<file path="src/hw/rtl/aibd_pkg.sv">
// ALU instruction byte decoder: shared types, constants and decode helpers.
// No dependencies; used by aibd_front, aibd_queue, aibd_back and the top level.
`default_nettype none

package aibd_pkg;

  localparam logic [7:0] GrpByteImm8  = 8'd128;
  localparam logic [7:0] GrpWordImm16 = 8'd129;
  localparam logic [7:0] GrpWordImm8  = 8'd131;
  localparam logic [7:0] AluOpSpan    = 8'd56;

  localparam logic [1:0] ModNoDisp  = 2'd0;
  localparam logic [1:0] ModDisp8   = 2'd1;
  localparam logic [1:0] ModDisp16  = 2'd2;
  localparam logic [2:0] RmDirect   = 3'd6;

  typedef enum logic [2:0] {
    PhOpcode,
    PhModrm,
    PhDispLo,
    PhDispHi,
    PhImmLo,
    PhImmHi
  } phase_e;

  typedef enum logic [1:0] {
    FormRegMem,
    FormAccImm,
    FormGroup
  } form_e;

  typedef struct packed {
    logic        recognized;
    logic [7:0]  opcode;
    logic [7:0]  modrm;
    logic [15:0] disp;
    logic [15:0] imm;
    logic [2:0]  length;
  } instr_rec_t;

  function automatic logic is_group(input logic [7:0] b);
    return (b == GrpByteImm8) || (b == GrpWordImm16) || (b == GrpWordImm8);
  endfunction

  function automatic logic known_opcode(input logic [7:0] b);
    return ((b <= (AluOpSpan + 8'd7)) && (b[2:0] <= 3'd5)) || is_group(b);
  endfunction

  function automatic form_e form_of(input logic [7:0] b);
    if (is_group(b)) begin
      return FormGroup;
    end
    return (b[2:0] < 3'd4) ? FormRegMem : FormAccImm;
  endfunction

  // number of displacement bytes implied by a ModR/M byte
  function automatic logic [1:0] disp_bytes(input logic [7:0] modrm);
    logic [1:0] n;
    case (modrm[7:6])
      ModNoDisp: n = (modrm[2:0] == RmDirect) ? 2'd2 : 2'd0;
      ModDisp8:  n = 2'd1;
      ModDisp16: n = 2'd2;
      default:   n = 2'd0;
    endcase
    return n;
  endfunction

  // number of immediate bytes implied by an opcode
  function automatic logic [1:0] imm_bytes(input logic [7:0] b);
    logic [1:0] n;
    case (form_of(b))
      FormAccImm: n = b[0] ? 2'd2 : 2'd1;
      FormGroup:  n = (b == GrpWordImm16) ? 2'd2 : 2'd1;
      default:    n = 2'd0;
    endcase
    return n;
  endfunction

endpackage

`default_nettype wire

</file>
<file path="src/hw/rtl/aibd_front.sv">
// Front end: takes code bytes, tracks the decode phase and assembles one
// instruction record per finished instruction or skipped byte. Uses aibd_pkg.
`default_nettype none

module aibd_front (
  input  wire logic                 clk_i,
  input  wire logic                 rst_ni,
  input  wire logic                 byte_valid_i,
  input  wire logic [7:0]           byte_i,
  output logic                      byte_ready_o,
  input  wire logic                 q_full_i,
  output logic                      push_o,
  output aibd_pkg::instr_rec_t      rec_o
);

  aibd_pkg::phase_e phase_q, phase_d;
  logic [7:0]  op_q, op_d;
  logic [7:0]  modrm_q, modrm_d;
  logic [15:0] disp_q, disp_d;
  logic [15:0] imm_q, imm_d;
  logic [2:0]  cnt_q, cnt_d;
  logic        acc;
  logic        has_imm;

  assign byte_ready_o = !q_full_i;
  assign acc          = byte_valid_i && byte_ready_o;
  assign has_imm      = (aibd_pkg::imm_bytes(op_q) != 2'd0);

  always_comb begin
    phase_d = phase_q;
    if (acc) begin
      case (phase_q)
        aibd_pkg::PhModrm: begin
          if (aibd_pkg::disp_bytes(byte_i) != 2'd0) phase_d = aibd_pkg::PhDispLo;
          else if (has_imm) phase_d = aibd_pkg::PhImmLo;
          else phase_d = aibd_pkg::PhOpcode;
        end
        aibd_pkg::PhDispLo: begin
          if (aibd_pkg::disp_bytes(modrm_q) == 2'd2) phase_d = aibd_pkg::PhDispHi;
          else if (has_imm) phase_d = aibd_pkg::PhImmLo;
          else phase_d = aibd_pkg::PhOpcode;
        end
        aibd_pkg::PhDispHi: begin
          phase_d = has_imm ? aibd_pkg::PhImmLo : aibd_pkg::PhOpcode;
        end
        aibd_pkg::PhImmLo: begin
          phase_d = (aibd_pkg::imm_bytes(op_q) == 2'd2) ? aibd_pkg::PhImmHi
                                                        : aibd_pkg::PhOpcode;
        end
        aibd_pkg::PhImmHi: begin
          phase_d = aibd_pkg::PhOpcode;
        end
        default: begin
          if (!aibd_pkg::known_opcode(byte_i)) phase_d = aibd_pkg::PhOpcode;
          else if (aibd_pkg::form_of(byte_i) == aibd_pkg::FormAccImm) begin
            phase_d = aibd_pkg::PhImmLo;
          end else begin
            phase_d = aibd_pkg::PhModrm;
          end
        end
      endcase
    end
  end

  always_comb begin
    op_d    = op_q;
    modrm_d = modrm_q;
    disp_d  = disp_q;
    imm_d   = imm_q;
    cnt_d   = cnt_q;
    push_o  = 1'b0;
    rec_o   = '0;
    if (acc) begin
      cnt_d = cnt_q + 3'd1;
      case (phase_q)
        aibd_pkg::PhModrm: begin
          modrm_d = byte_i;
          push_o  = (aibd_pkg::disp_bytes(byte_i) == 2'd0) && !has_imm;
        end
        aibd_pkg::PhDispLo: begin
          disp_d = {8'd0, byte_i};
          push_o = (aibd_pkg::disp_bytes(modrm_q) != 2'd2) && !has_imm;
        end
        aibd_pkg::PhDispHi: begin
          disp_d = disp_q | {byte_i, 8'd0};
          push_o = !has_imm;
        end
        aibd_pkg::PhImmLo: begin
          imm_d  = {8'd0, byte_i};
          push_o = (aibd_pkg::imm_bytes(op_q) != 2'd2);
        end
        aibd_pkg::PhImmHi: begin
          imm_d  = imm_q | {byte_i, 8'd0};
          push_o = 1'b1;
        end
        default: begin
          if (aibd_pkg::known_opcode(byte_i)) begin
            op_d    = byte_i;
            modrm_d = '0;
            disp_d  = '0;
            imm_d   = '0;
            cnt_d   = 3'd1;
          end else begin
            cnt_d  = '0;
            push_o = 1'b1;
          end
        end
      endcase
      if (phase_q == aibd_pkg::PhModrm || phase_q == aibd_pkg::PhDispLo ||
          phase_q == aibd_pkg::PhDispHi || phase_q == aibd_pkg::PhImmLo ||
          phase_q == aibd_pkg::PhImmHi) begin
        rec_o.recognized = 1'b1;
        rec_o.opcode     = op_d;
        rec_o.modrm      = modrm_d;
        rec_o.disp       = disp_d;
        rec_o.imm        = imm_d;
        rec_o.length     = cnt_d;
      end else begin
        rec_o.length = 3'd1;
      end
    end
  end

  always_ff @(posedge clk_i or negedge rst_ni) begin
    if (!rst_ni) begin
      phase_q <= aibd_pkg::PhOpcode;
      op_q    <= '0;
      modrm_q <= '0;
      disp_q  <= '0;
      imm_q   <= '0;
      cnt_q   <= '0;
    end else begin
      phase_q <= phase_d;
      op_q    <= op_d;
      modrm_q <= modrm_d;
      disp_q  <= disp_d;
      imm_q   <= imm_d;
      cnt_q   <= cnt_d;
    end
  end

endmodule

`default_nettype wire

</file>
<file path="src/hw/rtl/aibd_queue.sv">
// Short FIFO of instruction records between front and back end.
// Uses aibd_pkg for the record type.
`default_nettype none

module aibd_queue #(
  parameter int unsigned Depth = 2
) (
  input  wire logic                 clk_i,
  input  wire logic                 rst_ni,
  input  wire logic                 push_i,
  input  wire aibd_pkg::instr_rec_t push_rec_i,
  output logic                      full_o,
  input  wire logic                 pop_i,
  output logic                      empty_o,
  output aibd_pkg::instr_rec_t      pop_rec_o
);

  localparam int unsigned PtrW = (Depth > 1) ? $clog2(Depth) : 1;
  localparam int unsigned CntW = $clog2(Depth + 1);
  localparam logic [PtrW-1:0] LastPtr = PtrW'(Depth - 1);

  aibd_pkg::instr_rec_t mem_q [Depth];
  logic [PtrW-1:0] wr_q, wr_d, rd_q, rd_d;
  logic [CntW-1:0] cnt_q, cnt_d;
  logic            do_push, do_pop;

  assign full_o    = (cnt_q == CntW'(Depth));
  assign empty_o   = (cnt_q == '0);
  assign do_push   = push_i && !full_o;
  assign do_pop    = pop_i && !empty_o;
  assign pop_rec_o = mem_q[rd_q];

  always_comb begin
    wr_d  = wr_q;
    rd_d  = rd_q;
    cnt_d = cnt_q;
    if (do_push) wr_d = (wr_q == LastPtr) ? '0 : wr_q + PtrW'(1);
    if (do_pop) rd_d = (rd_q == LastPtr) ? '0 : rd_q + PtrW'(1);
    if (do_push && !do_pop) cnt_d = cnt_q + CntW'(1);
    else if (do_pop && !do_push) cnt_d = cnt_q - CntW'(1);
  end

  always_ff @(posedge clk_i) begin
    if (do_push) mem_q[wr_q] <= push_rec_i;
  end

  always_ff @(posedge clk_i or negedge rst_ni) begin
    if (!rst_ni) begin
      wr_q  <= '0;
      rd_q  <= '0;
      cnt_q <= '0;
    end else begin
      wr_q  <= wr_d;
      rd_q  <= rd_d;
      cnt_q <= cnt_d;
    end
  end

endmodule

`default_nettype wire

</file>
<file path="src/hw/rtl/aibd_back.sv">
// Back end: turns a queued instruction record into the result fields and
// holds them in the output register. Uses aibd_pkg.
`default_nettype none

module aibd_back (
  input  wire logic                 clk_i,
  input  wire logic                 rst_ni,
  input  wire logic                 q_empty_i,
  input  wire aibd_pkg::instr_rec_t rec_i,
  output logic                      pop_o,
  output logic                      out_valid_o,
  input  wire logic                 out_ready_i,
  output logic                      recognized_o,
  output logic [2:0]                alu_op_o,
  output logic [1:0]                form_o,
  output logic                      is_word_o,
  output logic                      to_register_o,
  output logic [1:0]                mode_bits_o,
  output logic [2:0]                rm_bits_o,
  output logic [2:0]                reg_bits_o,
  output logic [15:0]               displacement_o,
  output logic [15:0]               immediate_o,
  output logic [2:0]                length_o
);

  logic        valid_q, valid_d;
  logic        recog_q, recog_d;
  logic [2:0]  op_q, op_d;
  logic [1:0]  form_q, form_d;
  logic        word_q, word_d;
  logic        toreg_q, toreg_d;
  logic [1:0]  mod_q, mod_d;
  logic [2:0]  rm_q, rm_d;
  logic [2:0]  reg_q, reg_d;
  logic [15:0] disp_q, disp_d;
  logic [15:0] imm_q, imm_d;
  logic [2:0]  len_q, len_d;
  aibd_pkg::form_e f;

  assign pop_o   = !q_empty_i && (!valid_q || out_ready_i);
  assign f       = aibd_pkg::form_of(rec_i.opcode);
  assign valid_d = pop_o || (valid_q && !out_ready_i);

  always_comb begin
    recog_d = rec_i.recognized;
    form_d  = f;
    disp_d  = rec_i.disp;
    len_d   = rec_i.length;
    if (f == aibd_pkg::FormGroup) begin
      op_d   = rec_i.modrm[5:3];
      word_d = (rec_i.opcode != aibd_pkg::GrpByteImm8);
    end else begin
      op_d   = rec_i.opcode[5:3];
      word_d = rec_i.opcode[0];
    end
    toreg_d = (f == aibd_pkg::FormRegMem) ? rec_i.opcode[1] : 1'b0;
    if (f != aibd_pkg::FormAccImm) begin
      mod_d = rec_i.modrm[7:6];
      rm_d  = rec_i.modrm[2:0];
      reg_d = rec_i.modrm[5:3];
    end else begin
      mod_d = '0;
      rm_d  = '0;
      reg_d = '0;
    end
    imm_d = (f == aibd_pkg::FormRegMem) ? 16'd0 : rec_i.imm;
  end

  always_ff @(posedge clk_i or negedge rst_ni) begin
    if (!rst_ni) valid_q <= 1'b0;
    else valid_q <= valid_d;
  end

  always_ff @(posedge clk_i) begin
    if (pop_o) begin
      recog_q <= recog_d;
      op_q    <= op_d;
      form_q  <= form_d;
      word_q  <= word_d;
      toreg_q <= toreg_d;
      mod_q   <= mod_d;
      rm_q    <= rm_d;
      reg_q   <= reg_d;
      disp_q  <= disp_d;
      imm_q   <= imm_d;
      len_q   <= len_d;
    end
  end

  assign out_valid_o    = valid_q;
  assign recognized_o   = recog_q;
  assign alu_op_o       = op_q;
  assign form_o         = form_q;
  assign is_word_o      = word_q;
  assign to_register_o  = toreg_q;
  assign mode_bits_o    = mod_q;
  assign rm_bits_o      = rm_q;
  assign reg_bits_o     = reg_q;
  assign displacement_o = disp_q;
  assign immediate_o    = imm_q;
  assign length_o       = len_q;

endmodule

`default_nettype wire

</file>
<file path="src/hw/rtl/alu_instruction_byte_decoder_top.sv">
// ALU instruction byte decoder, top level.
// Instantiates aibd_front, aibd_queue and aibd_back; uses aibd_pkg.
//
// Input channel: one code byte per transfer (code_byte_i, in_valid_i/in_ready_o).
// Output channel: one result per finished instruction or skipped byte
// (out_valid_o/out_ready_i plus the result fields).
// Throughput: one byte per cycle while the queue is not full; the front
// end assembles the instruction, the back end formats it and the output
// register holds it. The record of the last byte of an instruction (or of
// a skipped byte) is written into the queue at its transfer; the back end
// pops it into the output register once that register is empty or taken.
// Stall: while out_ready_i is low the queue fills; once it holds QueueDepth
// records in_ready_o drops until the receiver takes a result.
// Reset: the decoder waits for an opcode, queue and output are empty.
`default_nettype none

module alu_instruction_byte_decoder_top #(
  parameter int unsigned QueueDepth = 2
) (
  input  wire logic        clk_i,
  input  wire logic        rst_ni,
  input  wire logic        in_valid_i,
  output logic             in_ready_o,
  input  wire logic [7:0]  code_byte_i,
  output logic             out_valid_o,
  input  wire logic        out_ready_i,
  output logic             recognized_o,
  output logic [2:0]       alu_op_o,
  output logic [1:0]       form_o,
  output logic             is_word_o,
  output logic             to_register_o,
  output logic [1:0]       mode_bits_o,
  output logic [2:0]       rm_bits_o,
  output logic [2:0]       reg_bits_o,
  output logic [15:0]      displacement_o,
  output logic [15:0]      immediate_o,
  output logic [2:0]       length_o
);

  aibd_pkg::instr_rec_t push_rec, pop_rec;
  logic push, pop, q_full, q_empty;

  aibd_front u_front (
    .clk_i        (clk_i),
    .rst_ni       (rst_ni),
    .byte_valid_i (in_valid_i),
    .byte_i       (code_byte_i),
    .byte_ready_o (in_ready_o),
    .q_full_i     (q_full),
    .push_o       (push),
    .rec_o        (push_rec)
  );

  aibd_queue #(
    .Depth (QueueDepth)
  ) u_queue (
    .clk_i      (clk_i),
    .rst_ni     (rst_ni),
    .push_i     (push),
    .push_rec_i (push_rec),
    .full_o     (q_full),
    .pop_i      (pop),
    .empty_o    (q_empty),
    .pop_rec_o  (pop_rec)
  );

  aibd_back u_back (
    .clk_i          (clk_i),
    .rst_ni         (rst_ni),
    .q_empty_i      (q_empty),
    .rec_i          (pop_rec),
    .pop_o          (pop),
    .out_valid_o    (out_valid_o),
    .out_ready_i    (out_ready_i),
    .recognized_o   (recognized_o),
    .alu_op_o       (alu_op_o),
    .form_o         (form_o),
    .is_word_o      (is_word_o),
    .to_register_o  (to_register_o),
    .mode_bits_o    (mode_bits_o),
    .rm_bits_o      (rm_bits_o),
    .reg_bits_o     (reg_bits_o),
    .displacement_o (displacement_o),
    .immediate_o    (immediate_o),
    .length_o       (length_o)
  );

endmodule

`default_nettype wire
</file>
<file path="config.mk">
export PLATFORM = sky130hd
export DESIGN_NAME = alu_instruction_byte_decoder_top
export DESIGN_NICKNAME = d
export VERILOG_FILES = /design/src/hw/rtl/aibd_pkg.sv /design/src/hw/rtl/aibd_front.sv /design/src/hw/rtl/aibd_queue.sv /design/src/hw/rtl/aibd_back.sv /design/src/hw/rtl/alu_instruction_byte_decoder_top.sv
export SDC_FILE = /design/constraint.sdc
export NUM_CORES = 1
export LEC_CHECK = 0
export ABC_AREA = 1
export BUFFER_PORTS_ARGS = -buffer_cell sky130_fd_sc_hd__buf_2
export CAP_MARGIN = 20
export CORE_MARGIN = 1.5
export CORE_UTILIZATION = 53
export CTS_BUF_LIST = sky130_fd_sc_hd__clkbuf_4 sky130_fd_sc_hd__clkbuf_8 sky130_fd_sc_hd__clkbuf_16
export CTS_CLUSTER_SIZE = 10
export DETAILED_ROUTE_END_ITERATION = 8
export GPL_TIMING_DRIVEN = 0
export HOLD_SLACK_MARGIN = 0.06
export PLACE_DENSITY = 0.72
export SYNTH_ARGS = -nofsm -noshare
export SYNTH_HDL_FRONTEND = slang
export SYNTH_SLANG_ARGS = --single-unit
</file>
<file path="constraint.sdc">
create_clock -name clk_i -period 8.64 [get_ports clk_i]
set_input_delay 0 -clock clk_i [delete_from_list [all_inputs] [get_ports clk_i]]
set_output_delay 0 -clock clk_i [all_outputs]
set_load 0.1 [all_outputs]
</file>
==> impl_metrics.yaml, run 1 <==
status:
  run_status: "complete, no violations"
yosys:
  synth.avg_cell_area_um2: 11.2
  synth.yosys.seq_area_share_pct: 67.9
  syn-instance-count: 805
  synth_area_leader_cell: "sky130_fd_sc_hd__edfxtp_1"
  count_of_unique_library_cells_instantiated_by_yosys: 34
  synth_top_cells_by_area: "sky130_fd_sc_hd__edfxtp_1, sky130_fd_sc_hd__dfrtp_1, sky130_fd_sc_hd__nand2_1"
  yosys_most_used_dff: "sky130_fd_sc_hd__edfxtp_1"
  proportion_of_netlist_area_held_by_the_largest_area_contributor_pct: 51.5
  postSynth.asyncResetShare_pct: 27.6
  synth_top_cells_by_count: "sky130_fd_sc_hd__nand2_1, sky130_fd_sc_hd__edfxtp_1, sky130_fd_sc_hd__o21ai_0, sky130_fd_sc_hd__inv_1, sky130_fd_sc_hd__nor2_1"
  synth_nets: 821
  post-synth-top-count-cell: "sky130_fd_sc_hd__nand2_1"
  synth_edf_count: 155
  synth-warning-count: 0
  cell_area_after_synthesis_um2: 9030
  synth_seq_cells: 214
detailed_routing:
  drt.antenna.violating_nets: 0
  route.final.wire_length_mm: 18.4
  drt-pass1-iter-count: 5
  drc: 0
  wl_per_cell_um: 16.0
  post_drt_via_cell_ratio: 5.20
  via_count: 5995
  dr.first_iter.drc_count: 514
sta:
  timing.slew.headroom_pct: 45.2
  tns_ns: 0
  max_freq_mhz: 335
  drv_slew: 0
  grt_setup_unrepaired: "false"
  min_period_ns: 2.99
  setup_viol: 0
  timing_hold_violations_final: 0
  finalCritPeriodShare_pct: 34.6
  tightestPinTransition_ns: 0.820
  worst_clock_skew_ns: 0.00866
place:
  place.port_buffers: 64
  gp_routability_congestion: 0.868
  dp_hpwl_mm: 12.2
clock_network:
  cts.clk_slew.worst_paths_ns: 0.05
  cts-buffers-inserted: 25
  number_of_h_tree_branching_levels: 1
  cts_tree: "yes"
  clock_buffer_depth: 3
  clock_sinks: 214
  insertion_delay_ns: 0.51
  clk_root_buffer_cell: "sky130_fd_sc_hd__clkbuf_16"
hold_path:
  hold_class: "in -> async"
finish:
  post-route-util_pct: 63.9
  n_antenna_cell: 0
  flow.area_growth_from_synthesis_pct: 17.7
  drive_above_1_share_pct: 16.7
  nNetsFinal: 930
setup_path:
  critical_path_arrival_ns: 3.19
  criticalPathCategory: "reg -> reg"
  crit_fanout: 28
  worst_setup_path_start_kind: "flop"
  cp_data_required_time_ns: 8.85
  r2r_slack_ns: 5.65
  cp-end-kind: "flop"
global_route:
  grt_util_all_layers_pct: 21.0
  global_route_wire_length_before_repair_mm: 29.5
  grt-ovfl-total: 0
  via_count_of_the_first_global_routing_pass: 5681
  antenna_found_initial: 0
  grt_start_max_net_pins: 35
floorplan:
  initial_core_util_pct: 54.3
  placeableCoreArea_um2: 16600
  die_h_um: 134
  die-width_um: 134
  ioPinCount: 65
  core.rowCount: 47
  die_area_um2: 17800
flow_run:
  maxCapViolCount: 0
timing repair:
action	4_1_cts	5_1_grt
hold endpoints to repair	96	0
buffers inserted	0	0
hold buffers	14	0
endpoints found under the setup margin	0	0
gates resized for setup	0	0
final timing paths:
path | startpoint | endpoint | cells after the start
max | u_queue.cnt_q[0] | u_queue.mem_q[1][23] | 8
min | rst_ni | u_front.imm_q[2] | 2
max reg2reg | u_queue.cnt_q[0] | u_queue.mem_q[1][23] | 8
min reg2reg | u_queue.wr_q | u_queue.wr_q | 2
max in group asynchronous | rst_ni | u_front.modrm_q[1] | 3
min in group clk_i | out_ready_i | u_back.out_valid_o | 5
sequential cells by signal (all words and copies together), names as in the netlist, 2 cells and up:
register,cells
u_queue.mem_q,104
u_back.displacement_o,16
u_back.immediate_o,16
u_front.disp_q,16
u_front.imm_q,16
u_front.modrm_q,8
u_front.op_q,8
u_back.alu_op_o,3
u_back.length_o,3
u_back.reg_bits_o,3
u_back.rm_bits_o,3
u_front.cnt_q,3
u_front.phase_q,3
u_back.form_o,2
u_back.mode_bits_o,2
u_queue.cnt_q,2
logic make-up after synthesis:
kind of cell / after synthesis / share of synthesized area, %
AND/OR/NAND/NOR: 312 / 15.1
flip-flops: 214 / 67.9
AO/OA/AOI/OAI: 132 / 8.16
buffers and inverters: 116 / 5.39
multiplexers: 23 / 2.55
XOR/XNOR: 4 / 0.388
adder cells (fa/ha/maj): 4 / 0.554
layer usage:
layer	vias up	GRT usage [%]	part of all wire (%)	wire length (um)
li1	2937	-	-	-
met1	2840	29.5	45	8230
met2	187	34.0	47	8670
met3	31	3.46	5.8	1080
met4	0	6.82	2.3	431
met5	-	0	0	0
critical path: stages, from the launching register on:
cell                       delay (ns)
sky130_fd_sc_hd__dfrtp_1         0.38
sky130_fd_sc_hd__inv_1           0.09
sky130_fd_sc_hd__nand2_1         0.08
sky130_fd_sc_hd__nand2_1         0.14
sky130_fd_sc_hd__clkbuf_1        0.29
sky130_fd_sc_hd__a21oi_2         0.50
sky130_fd_sc_hd__nand2_1         0.23
sky130_fd_sc_hd__nor2_4          0.67
sky130_fd_sc_hd__buf_12          0.28
cell type report:
cell class	instances	area (um2)
clock buffers	43	761
fillers	1273	6010
flip-flops and latches	214	6130
repair buffers	82	541
plain buffers	32	171
well taps	220	275
clock inverters	2	15.0
multi-input cells	475	2420
inverters	84	315
cells in the final DEF (no fill, tap or decap), drive strengths merged:
master,instances
o211ai,16
ha,4
dlygate4sd3,14
nand2,181
edfxtp,155
o22ai,17
buf,82
nor3,4
o21ai,84
mux2i,23
dfrtp,59
a21oi,15
clkinv,1
or2,1
inv,85
clkbuf,61
nand3,36
nor2,88
xnor2,1
xor2,3
nand2b,1
nand4,1
metrics by stage:
stage / setup slack (ns) / std cells / hold WS, ns / cell area, um2
2_1_floorplan: 3.97 / 805 / -0.296 / 9030
3_3_place_gp: 3.09 / 1089 / 0.288 / 9630
3_5_place_dp: 5.58 / 1093 / 0.0485 / 9720
4_1_cts: 5.56 / 1152 / 0.0602 / 10600
5_1_grt: 5.41 / 1152 / 0.103 / 10600
6_report: 5.65 / 1152 / 0.0565 / 10600
Power of run 1 is left out: the tool's default activity adds up to more than one toggle a clock period on the data nets, which glitch-free logic cannot reach.
==> inputs of run 2 (changes only) <==
clock period = 2.91 ns   (was 8.64 ns; I/O delays follow)
==> run 2 against run 1 <==
Against the previous run: routed wire length rose by 2.7%; non-clock buffer count fell by 2; clock skew rose by 0.0047 ns; sequential cell count did not move; count of clock-buffer cells in the layout rose by 1; highest routed layer unchanged; global-route usage rose by 0.43 points; register-to-register slack got worse by 5.5 ns; via count rose by 1.9%; final cell count did not move; worst hold slack got worse by 0.0012 ns; die area did not move.
==> impl_metrics.yaml, run 2 (synthesis results as in run 1) <==
floorplan:
  die_area_um2: 17800
  core.rowCount: 47
  die_h_um: 134
  die-width_um: 134
  ioPinCount: 65
  initial_core_util_pct: 54.3
  placeableCoreArea_um2: 16600
clock_network:
  clock_sinks: 214
  cts-buffers-inserted: 25
  number_of_h_tree_branching_levels: 1
  clk_root_buffer_cell: "sky130_fd_sc_hd__clkbuf_16"
  cts.clk_slew.worst_paths_ns: 0.06
  clock_buffer_depth: 3
  cts_tree: "yes"
  insertion_delay_ns: 0.51
flow_run:
  maxCapViolCount: 0
detailed_routing:
  route.final.wire_length_mm: 18.9
  drc: 0
  drt.antenna.violating_nets: 0
  drt-pass1-iter-count: 5
  via_count: 6108
  wl_per_cell_um: 16.4
  post_drt_via_cell_ratio: 5.30
  dr.first_iter.drc_count: 581
sta:
  worst_slack_on_hold_paths_ns: 0.0553
  timing.slew.headroom_pct: 50.2
  worst_clock_skew_ns: 0.0133
  grt_setup_unrepaired: "false"
  timing_hold_violations_final: 0
  finalCritPeriodShare_pct: 95.3
  max_freq_mhz: 360
  tightestPinTransition_ns: 0.746
  setup_viol: 0
  drv_slew: 0
  min_period_ns: 2.77
global_route:
  grt_util_all_layers_pct: 21.5
  via_count_of_the_first_global_routing_pass: 5593
  antenna_found_initial: 0
  grt_start_max_net_pins: 35
  grt-ovfl-total: 0
  global_route_wire_length_before_repair_mm: 29.8
finish:
  reg_with_most_ffs: "u_queue.mem_q"
  n_antenna_cell: 0
  layoutNonFillerInstCount: 1152
  flow.area_growth_from_synthesis_pct: 17.8
  post-route-util_pct: 64.0
  largest_reg_flops: 104
  mostFrequentLayoutCells: "sky130_fd_sc_hd__nand2_1, sky130_fd_sc_hd__edfxtp_1, sky130_fd_sc_hd__o21ai_0"
  final_instance_area_um2: 10600
  layout_commonest_cell: "sky130_fd_sc_hd__nand2_1"
  nNetsFinal: 930
  drive_above_1_share_pct: 17.1
setup_path:
  cp_data_required_time_ns: 2.94
  criticalPathCategory: "reg -> reg"
  critical_path.n_buffers_inverters: 3
  critical_path.slowest_cell: "sky130_fd_sc_hd__clkinvlp_2"
  cp_slowest_stage_delay_ns: 0.65
  worst_setup_path_start_kind: "flop"
  cp-end-kind: "flop"
  critical_path.cell_chain: "inv_1 -> nand2_4 -> nand2_1 -> clkbuf_1 -> a21oi_4 -> nand3_1 -> clkinvlp_2"
  worst_path_dominant_cell_family: "buffers and inverters"
  crit_fanout: 11
  critical_path_arrival_ns: 2.81
place:
  dp_hpwl_mm: 12.3
  place.port_buffers: 64
  dpl_cell_area_um2: 9730
  placedCellCount: 1093
  gp_routability_congestion: 0.896
hold_path:
  hold_class: "in -> async"
status:
  run_status: "complete, no violations"
==> run 2: worst reg2reg max path, stage by stage, from the launching register on <==
cell	delay [ns]
sky130_fd_sc_hd__dfrtp_1	0.39
sky130_fd_sc_hd__inv_1	0.15
sky130_fd_sc_hd__nand2_4	0.06
sky130_fd_sc_hd__nand2_1	0.17
sky130_fd_sc_hd__clkbuf_1	0.48
sky130_fd_sc_hd__a21oi_4	0.16
sky130_fd_sc_hd__nand3_1	0.24
sky130_fd_sc_hd__clkinvlp_2	0.65
==> run 2: worst paths after layout <==
check | cells after the start | startpoint | to | slack, ns
setup / recovery | 7 | u_queue.cnt_q[0] | u_queue.mem_q[0][18] | 0.14
hold / removal | 2 | rst_ni | u_front.disp_q[14] | 0.06
setup reg to reg | 7 | u_queue.cnt_q[0] | u_queue.mem_q[0][18] | 0.14
hold reg to reg | 2 | u_queue.wr_q | u_queue.wr_q | 0.47
max in group asynchronous | 3 | rst_ni | u_front.imm_q[14] | 2.22
min in group clk_i | 5 | in_valid_i | u_front.phase_q[2] | 0.09
==> run 2: cell type report <==
class                   count  area [um2]
inverters                  84         319
multi-input cells         476        2450
flip-flops and latches    214        6130
fillers                  1279        6000
clock inverters             1        6.26
repair buffers             80         520
well taps                 220         275
clock buffers              44         768
plain buffers              32         171
repair inverters            1        5.00
==> run 2: per-stage QoR <==
stage | setup WS [ns] | setup TNS, ns
floorplan | 0.141 | 0
global placement | -0.413 | -35.82
detailed placement | -0.0291 | -0.842
CTS | 0.0716 | 0
global route | 0.0150 | 0
finish | 0.135 | 0
==> run 2: timing repair <==
| action | 4_1_cts | 5_1_grt |
|---|---|---|
| endpoints found under the setup margin | 30 | 71 |
| endpoints found under the hold margin | 97 | 0 |
| gates resized for setup | 0 | 1 |
| hold buffers | 12 | 0 |
| pin swaps | 1 | 0 |
| setup buffers | 0 | 0 |
| cloned | 1 | 1 |
==> run 2: per-layer routing <==
layer	wire (um)	GRT usage (%)
met4	570	8.27
met5	0	0
met2	8580	32.7
met1	8560	31.5
met3	1200	3.20
Power of run 2 is left out for the same reason.
==> inputs of run 3 (changes only) <==
CTS_BUF_LIST = unset   (was sky130_fd_sc_hd__clkbuf_4 sky130_fd_sc_hd__clkbuf_8 sky130_fd_sc_hd__clkbuf_16)
SYNTH_HIERARCHICAL = 1   (was unset)
==> run 3 against run 2 <==
Against the previous run: via count up 1.4%; register-to-register slack better by 0.07 ns; clock skew down 0.0011 ns; fmax up 2.4%; cell area up 0.15%; critical endpoint is now u_queue/mem_q[0][0]; highest routed layer unchanged.
==> impl_metrics.yaml, run 3 <==
detailed_routing:
  drt-pass1-iter-count: 5
  via_count: 6191
  dr.first_iter.drc_count: 580
  route.final.wire_length_mm: 18.4
  wl_per_cell_um: 15.1
  drc: 0
  post_drt_via_cell_ratio: 5.10
  drt.antenna.violating_nets: 0
setup_path:
  critical_path.cell_chain: "inv_2 -> nor2_4 -> nand2_1 -> inv_1 -> nand2_1 -> nand2_1 -> a21oi_1 -> inv_1 -> nor2_4 -> nand2_2 -> clkinvlp_4 -> buf_12"
  reg2reg_from: "u_front/phase_q[2]"
  rr_endpoint: "u_queue/mem_q[0][0]"
  crit_fanout: 32
  timing.critical_path.from: "u_front/phase_q[2]"
  rr_worst_depth: 12
  cp_data_required_time_ns: 3.10
  critical-path-top-cell-by-count: "sky130_fd_sc_hd__nand2_1"
  r2r_slack_ns: 0.20
  cp-end-kind: "flop"
  cp_slowest_stage_delay_ns: 0.44
  criticalPathCategory: "reg -> reg"
  worst_setup_path_start_kind: "flop"
  critical_path.slowest_cell: "sky130_fd_sc_hd__dfrtp_1"
  critical_path_arrival_ns: 2.90
finish:
  drive_above_1_share_pct: 16.7
  layout_commonest_cell: "sky130_fd_sc_hd__nand2_1"
  mostFrequentLayoutCells: "sky130_fd_sc_hd__nand2_1, sky130_fd_sc_hd__edfxtp_1, sky130_fd_sc_hd__inv_1"
  post-route-util_pct: 64.0
  flow.area_growth_from_synthesis_pct: 18.0
  n_antenna_cell: 0
  nNetsFinal: 991
  largest_reg_flops: 104
  reg_with_most_ffs: "u_queue/mem_q"
  layoutNonFillerInstCount: 1215
sta:
  grt_setup_unrepaired: "false"
  timing.slew.headroom_pct: 33.6
  setup_viol: 0
  drv_slew: 0
  worst_clock_skew_ns: 0.0122
  finalCritPeriodShare_pct: 93.1
  max_freq_mhz: 369
  worst_slack_on_hold_paths_ns: 0.267
  tns_ns: 0
  min_period_ns: 2.71
  tightestPinTransition_ns: 0.993
  timing_hold_violations_final: 0
floorplan:
  placeableCoreArea_um2: 16600
  initial_core_util_pct: 54.3
  die_area_um2: 17800
  die-width_um: 134
  ioPinCount: 65
  core.rowCount: 47
  die_h_um: 134
yosys:
  synth_top_cells_by_area: "sky130_fd_sc_hd__edfxtp_1, sky130_fd_sc_hd__dfrtp_1, sky130_fd_sc_hd__nand2_1"
  syn-instance-count: 861
  postSynth.asyncResetShare_pct: 27.6
  synth_nets: 875
  synth_edf_count: 155
  synth_seq_cells: 214
  synth.yosys.seq_area_share_pct: 67.8
  count_of_unique_library_cells_instantiated_by_yosys: 31
  cell_area_after_synthesis_um2: 9040
  synth-warning-count: 6
  synth_top_cells_by_count: "sky130_fd_sc_hd__nand2_1, sky130_fd_sc_hd__edfxtp_1, sky130_fd_sc_hd__inv_1, sky130_fd_sc_hd__nor2_1, sky130_fd_sc_hd__o21ai_0"
  synth.avg_cell_area_um2: 10.5
  synth_area_leader_cell: "sky130_fd_sc_hd__edfxtp_1"
  post-synth-top-count-cell: "sky130_fd_sc_hd__nand2_1"
  yosys_most_used_dff: "sky130_fd_sc_hd__edfxtp_1"
  proportion_of_netlist_area_held_by_the_largest_area_contributor_pct: 51.5
clock_network:
  cts_tree: "yes"
  clock_buffer_depth: 3
  cts.clk_slew.worst_paths_ns: 0.06
  post_cts_resize_count: 0
  insertion_delay_ns: 0.50
  number_of_h_tree_branching_levels: 1
  clock_sinks: 214
  clk_root_buffer_cell: "sky130_fd_sc_hd__clkbuf_16"
  cts-buffers-inserted: 25
global_route:
  antenna_found_initial: 0
  grt-ovfl-total: 0
  via_count_of_the_first_global_routing_pass: 5904
  grt_util_all_layers_pct: 20.9
  grt_start_max_net_pins: 39
  global_route_wire_length_before_repair_mm: 29.2
hold_path:
  hold_class: "in -> reg"
  hold_start: "out_ready_i"
  hold_path_cells: 3
  whs_endpoint: "u_back/out_valid_o"
status:
  run_status: "complete, no violations"
place:
  dp_hpwl_mm: 11.9
  gp_routability_congestion: 0.857
  place.port_buffers: 64
  placedCellCount: 1149
flow_run:
  maxCapViolCount: 0
==> run 3: cell families after synthesis <==
family / after synthesis / share of synthesized area, %
adders and majority gates: 2 / 0.277
buffers and inverters: 146 / 7.24
DFF: 214 / 67.8
and+or+nand+nor: 369 / 16.1
xor gates and xnor gates: 2 / 0.194
AOI/OAI and AO/OA: 128 / 8.34
==> run 3: routing by layer <==
| layer | wire, um | vias to the layer above | global-route usage, % | share of wire [%] |
|---|---|---|---|---|
| li1 | - | 3019 | - | - |
| met1 | 7960 | 2904 | 29.5 | 43 |
| met2 | 8560 | 225 | 33.2 | 47 |
| met3 | 1360 | 43 | 2.93 | 7.4 |
| met4 | 505 | 0 | 7.85 | 2.7 |
| met5 | 0 | - | 0 | 0 |
==> run 3: worst max-delay path by stage <==
stage               slack (ns)                  end
floorplan                0.008  u_queue/mem_q[0][0]
global route              0.03  u_queue/mem_q[0][0]
finish                    0.20  u_queue/mem_q[0][0]
global placement         -0.29  u_queue/mem_q[1][9]
detailed placement        0.12  u_queue/mem_q[1][9]
CTS                       0.10  u_queue/mem_q[1][0]
==> run 3: through the flow <==
stage / setup WS, ns / area [um2]
finish: 0.200 / 10700
global route: 0.0308 / 10700
CTS: 0.101 / 10600
detailed placement: 0.122 / 9760
global placement: -0.292 / 9680
floorplan: 0.00844 / 9080
==> run 3: worst max-delay path, delay by kind of cell (launching register included) <==
| kind | cells | cell delay [ns] |
|---|---|---|
| buffers and inverters | 5 | 0.97 |
| AOI/OAI and AO/OA | 1 | 0.27 |
| DFF | 1 | 0.44 |
| and+or+nand+nor | 6 | 0.68 |
==> run 3: cell type report <==
class | count | area, um2
Fill cell | 1319 | 5980
Multi-Input combinational cell | 502 | 2290
Timing Repair Buffer | 88 | 596
Clock buffer | 43 | 693
Sequential cell | 214 | 6130
Tap cell | 220 | 275
Inverter | 114 | 450
Buffer | 32 | 216
Clock inverter | 2 | 8.76
==> run 3: timing repair <==
| item | CTS | global route |
|---|---|---|
| buffers inserted | 0 | 2 |
| hold buffers | 18 | 0 |
| setup endpoints to repair | 0 | 32 |
| hold endpoints to repair | 88 | 0 |
Power of run 3 is left out for the same reason.
